## config.mk

```make
export PLATFORM = sky130hd
export DESIGN_NAME = mfu_sorter
export DESIGN_NICKNAME = d
export VERILOG_FILES = /design/src/hw/rtl/windowed_median_pixel_filter_unit_macros.svh /design/src/hw/rtl/mfu_pkg.sv /design/src/hw/rtl/mfu_cell.sv /design/src/hw/rtl/mfu_sorter.sv
export SDC_FILE = /design/constraint.sdc
export NUM_CORES = 2
export LEC_CHECK = 0
export ABC_AREA = 0
export BUFFER_PORTS_ARGS = -buffer_cell sky130_fd_sc_hd__buf_2
export CAP_MARGIN = 15
export CORE_MARGIN = 1
export CORE_UTILIZATION = 48
export CTS_CLUSTER_DIAMETER = 150
export DETAILED_ROUTE_END_ITERATION = 10
export PLACE_DENSITY = 0.63
export SYNTH_ARGS = -nofsm -noshare
export SYNTH_HDL_FRONTEND = slang
export SYNTH_SLANG_ARGS = --single-unit
```

## constraint.sdc

```tcl
create_clock -name clk -period 4.2 [get_ports clk]
set_clock_uncertainty 0.05 [all_clocks]
set_input_delay 1.26 -clock clk [delete_from_list [all_inputs] [get_ports clk]]
set_output_delay 1.26 -clock clk [all_outputs]
set_load 0.02 [all_outputs]
```

## src/hw/rtl/windowed_median_pixel_filter_unit_macros.svh

```systemverilog
// Assertion macros used by the median filter RTL.
`ifndef WINDOWED_MEDIAN_PIXEL_FILTER_UNIT_MACROS_SVH
`define WINDOWED_MEDIAN_PIXEL_FILTER_UNIT_MACROS_SVH
`ifndef SYNTH
`define MFU_ASSERT_IMP(lbl, ante, cons, msg) \
  lbl: assert property (@(posedge clk) disable iff (rst) (ante) |-> (cons)) else $error(msg);
`define MFU_ASSERT_NXT(lbl, ante, cons, msg) \
  lbl: assert property (@(posedge clk) (ante) |=> (cons)) else $error(msg);
`else
`define MFU_ASSERT_IMP(lbl, ante, cons, msg)
`define MFU_ASSERT_NXT(lbl, ante, cons, msg)
`endif
`endif

```

## src/hw/rtl/mfu_pkg.sv

```systemverilog
package mfu_pkg;
  localparam int MAX_KERNEL = 7;
  localparam int MAX_WIDTH  = 2048;
  localparam int MAX_HEIGHT = 4096;
  localparam int NCELL      = MAX_KERNEL * MAX_KERNEL;
  localparam int COLW       = $clog2(MAX_WIDTH);
  localparam int ROWW       = $clog2(MAX_HEIGHT);
  localparam int KW         = 3;
  localparam int SLOTW      = $clog2(MAX_KERNEL);
  localparam int ADDRW      = SLOTW + COLW;
  localparam int MEM_DEPTH  = MAX_KERNEL * MAX_WIDTH;
  localparam int LANES      = 3;
  localparam int PIXW       = 8 * LANES;
  localparam int KKW        = $clog2(NCELL + 1);
  localparam int SELW       = $clog2(NCELL);
  localparam int CFGIW      = 3;
  localparam int CFGDW      = 13;

  localparam logic [CFGIW-1:0] REG_KERNEL = 3'd0;
  localparam logic [CFGIW-1:0] REG_COLOR  = 3'd1;
  localparam logic [CFGIW-1:0] REG_WIDTH  = 3'd2;
  localparam logic [CFGIW-1:0] REG_HEIGHT = 3'd3;

  // Link between neighboring sorter cells: gt and vld, one bit per channel lane, and val.
  typedef struct packed {
    logic [LANES-1:0] gt;
    logic [LANES-1:0] vld;
    logic [PIXW-1:0]  val;
  } cell_link_t;
endpackage

```

## src/hw/rtl/mfu_cell.sv

```systemverilog
module mfu_cell
  import mfu_pkg::*;
(
  input  logic            clk,
  input  logic            clr,
  input  logic            ins,
  input  logic [PIXW-1:0] x,
  input  cell_link_t      prev,
  output cell_link_t      self
);
  logic [PIXW-1:0]  val;
  logic [LANES-1:0] vld;
  logic [LANES-1:0] gt;

  // An empty cell counts as larger than any value.
  always_comb begin
    for (int l = 0; l < LANES; l++) begin
      gt[l] = !vld[l] || (val[l*8 +: 8] > x[l*8 +: 8]);
    end
  end

  always_ff @(posedge clk) begin
    if (clr) begin
      vld <= '0;
    end else if (ins) begin
      for (int l = 0; l < LANES; l++) begin
        if (gt[l]) begin
          if (prev.gt[l]) begin
            val[l*8 +: 8] <= prev.val[l*8 +: 8];
            vld[l]        <= prev.vld[l];
          end else begin
            val[l*8 +: 8] <= x[l*8 +: 8];
            vld[l]        <= 1'b1;
          end
        end
      end
    end
  end

  assign self.gt  = gt;
  assign self.vld = vld;
  assign self.val = val;
endmodule

```

## src/hw/rtl/mfu_sorter.sv

```systemverilog
module mfu_sorter
  import mfu_pkg::*;
(
  input  logic            clk,
  input  logic            clr,
  input  logic            ins,
  input  logic [PIXW-1:0] x,
  input  logic [SELW-1:0] sel,
  output logic [PIXW-1:0] median
);
  cell_link_t link [0:NCELL];

  assign link[0] = '0;

  for (genvar i = 0; i < NCELL; i++) begin : g_cell
    mfu_cell u_cell (
      .clk (clk),
      .clr (clr),
      .ins (ins),
      .x   (x),
      .prev(link[i]),
      .self(link[i+1])
    );
  end

  always_comb begin
    median = '0;
    for (int i = 0; i < NCELL; i++) begin
      if (sel == SELW'(i)) begin
        median = link[i+1].val;
      end
    end
  end
endmodule

```

==> results.txt <==
Worst-path fanout max: 16
CTS Buf Count: 158
Flop2flop setup slack: 1.46 ns
Status: complete, but fails checks
Max-Cap Viols: 0
Max clock buf depth: 3
TritonRoute pass-1 iters: 11
Starting Density: 0.4841
Crit path DAT: 3.84 ns
Fillers: 15.45k
Critical path startpoint category: primary input
Core footprint: 188000 µm²
Number of synthesized flops with an enable pin: 1176
Global route overflow: 0
Fin. max-slew vios: 0
Pleak: 0.04410 µW
Die Ht: 437.4 µm
Port Buf Inserts: 56
Power per cell area: 343.5 nW/µm²
Synth Instances: 8094
Worst VDD drop: 0.2801 mV
CP endpoint kind: output pin
Setup TNS: -18.58 ns
Crit-path slowest cell: or4b_4
Most frequent cells in the layout: edfxtp_1 (1176), ha_1 (1145), mux2_2 (1124)
HP Class: register to register
Final worst path period share: 1.226
Post-synth ARST share: 0
Largest net degree at the start of global routing: 126
Commonest non-fill, non-tap cell in the layout: edfxtp_1
Total Wirelength: 347.2 mm
Final setup margin: -0.9511 ns
Critical-path cell list: buf_12 > clkbuf_16 > or4b_4 > buf_12 > o22ai_4 > a211oi_2 > buf_4 > a2111oi_4 > a22o_1 > buf_6
Avg Synthesized Cell Area: 11.24 µm²
FP Rows: 159
Initial antenna violation count: 7
Hold-fix buffers, CTS: 0
Gr usage total: 0.3516
Crit-path most repeated cell: buf_12
Worst Setup EP: median[14]
Synthesis Warnings: 0
Io pins: 57
Netlist cell types: 87
RR Startpoint: g_cell[46].u_cell.val[7]
WHS Path Cells: 2
Vias in the first global route: 74.46k
Endpoints failing setup: 24
Layout cells sized above 1: 0.3125
Most used DFF post-synth: edfxtp_1
DR vias: 75.16k
Post-Syn Area: 91010 µm²
R2r endpoint: g_cell[46].u_cell.val[0]
Final ANT Viol Nets: 0
Post-synthesis sequential area ratio: 0.4204
CTS clk-pin slew, worst paths: 0.05 ns
FF+latch count, synth: 1323
Failing checks: DRC, setup timing
NumNets Final: 9992
Initial DRC count: 8051
Area Growth Syn to Fin: 20.68%
Final hold vios: 0
DR DRC count: 10
Post-DP HPWL: 245.1 mm
Slew headroom: 0.2962
Final Wtd Congestion: 1.013
CP required: 2.89 ns
Clk sinks: 1323
RSZ-0062 raised after global routing: yes
Die width: 437.4 µm
FF-to-FF path depth: 6
CTS tree: done
Die Area: 191300 µm²
CP max stage delay: 0.57 ns
Worst Max-Slew Pin Slew: 1.056 ns
H-tree levels: 4
CP startpoint: sel[2]
Highest Clock Rate: 0.1941 GHz
Syn nets: 9303
Crit path kind: primary input to output pin
Wire length of the first global-routing pass: 500.2 mm
Number of vias per cell: 6.585
Tmin final: 5.151 ns
Worst Hold Margin: 0.4253 ns
Clock Tree Root: clkbuf_16
Wire per inst: 30.43 µm
Skew-Pair Late Insertion Delay: 0.82 ns
critical path: cells and delay by family:
kind / cells / cell delay, ns
AO/OA/AOI/OAI: 4 / 1.16
buffers and inverters: 5 / 0.82
AND/OR/NAND/NOR: 1 / 0.57
routing by layer:
layer	routed length [µm]	vias to the layer above	share of wire	GRT usage
met1	136000	37424	0.39	0.4501
met5	22	-	0.000063	0
met4	21420	4	0.062	0.1934
met3	30770	1047	0.089	0.06045
li1	-	32799	-	-
met2	159000	3885	0.46	0.5640
synth_stat cells, types with 10 or more instances:
cell type	count	area [µm²]
o211ai_1	12	90.09
mux2i_1	55	550.5
edfxtp_1	1176	35310
dfxtp_1	147	2943
a311oi_1	69	604.3
ha_1	1176	14710
a21o_1	183	1374
o221ai_1	109	954.7
buf_4	19	142.6
nand3_1	280	1401
o21ai_1	49	245.2
mux2_2	1128	12700
nand4_1	90	563.0
clkbuf_1	303	1137
a221o_1	16	160.2
or3_1	12	75.07
mux4_2	28	630.6
nor2b_1	161	1007
a22o_1	18	157.7
o22ai_1	151	944.7
a221oi_1	39	341.6
buf_6	10	112.6
a222oi_1	23	230.2
o21a_1	65	488.0
nand2_1	293	1100
buf_2	67	335.3
a21bo_2	11	110.1
a211oi_1	109	818.3
a21boi_0	43	322.8
o31ai_1	43	322.8
a31oi_1	11	68.82
inv_1	441	1655
nor4_1	14	87.58
and3_1	77	481.7
nor3_1	33	165.2
nand2b_1	62	387.9
a22oi_1	95	713.2
a21oi_1	461	2307
o21ai_0	390	1952
o22a_1	30	262.8
nor2_1	442	1659
what timing repair did:
action	4_1_cts	5_1_grt
setup endpoints to repair	24	24
pin swaps	88	145
buffers inserted	39	53
gates cloned	3	5
resized for setup	302	260
cell type report:
cell class | instances | area [µm²] | area share
sequential | 1323 | 38260 | 0.3483
antenna | 3 | 7.507 | 0.00006835
clock inverter | 77 | 810.8 | 0.007382
timing repair buffer | 937 | 9294 | 0.08462
tap | 2495 | 3122 | 0.02842
inverter | 442 | 1712 | 0.01558
multi-input combinational | 5921 | 52160 | 0.4749
clock buffer | 215 | 4468 | 0.04068
per-stage QoR:
stage	cell area, µm²	power [µW]	setup slack (ns)	util	std cells
3_3_place_gp	101200	22830	-1.493	0.5384	11039
5_1_grt	109800	38840	-0.9305	0.5842	11411
2_1_floorplan	92340	20270	-0.2653	-	8094
4_1_cts	108200	37480	-0.8674	0.5757	11370
6_report	109800	37730	-0.9511	0.5842	11413
3_5_place_dp	101200	23090	-1.425	0.5384	11039
registers in the layout (all words and copies together), names as in the netlist:
| signal | count |
|---|---|
| g_cell.u_cell.val | 1176 |
| g_cell.u_cell.vld | 147 |
worst min-delay path by stage:
stage,from,endpoint,slack (ns)
after floorplan,g_cell[10].u_cell.vld[0],g_cell[11].u_cell.vld[0],0.39
after global placement,g_cell[0].u_cell.vld[0],g_cell[0].u_cell.vld[0],0.40
after detailed placement,g_cell[0].u_cell.vld[0],g_cell[0].u_cell.vld[0],0.42
after CTS,g_cell[28].u_cell.vld[2],g_cell[29].u_cell.vld[2],0.42
after global routing,g_cell[0].u_cell.vld[1],g_cell[1].u_cell.vld[1],0.46
final,g_cell[0].u_cell.vld[0],g_cell[0].u_cell.vld[0],0.43
power by group:
part | switching, µW | internal [µW] | total, µW
combinational | 4020 | 3170 | 7190
clock | 5930 | 8420 | 14300
sequential | 873 | 15300 | 16200
logic make-up (layout without fill, tap and decap cells):
group / after synthesis / in the layout / share of synthesized area
other: 0 / 3 / 0
AO/OA/AOI/OAI: 2005 / 2005 / 0.1450
AND/OR/NAND/NOR: 1529 / 1529 / 0.08287
flip-flops: 1323 / 1323 / 0.4204
adder cells (fa/ha/maj): 1176 / 1176 / 0.1617
multiplexers: 1211 / 1211 / 0.1525
buffers and inverters: 850 / 1671 / 0.03759
No activity file was read; power rests on OpenSTA's default activity.
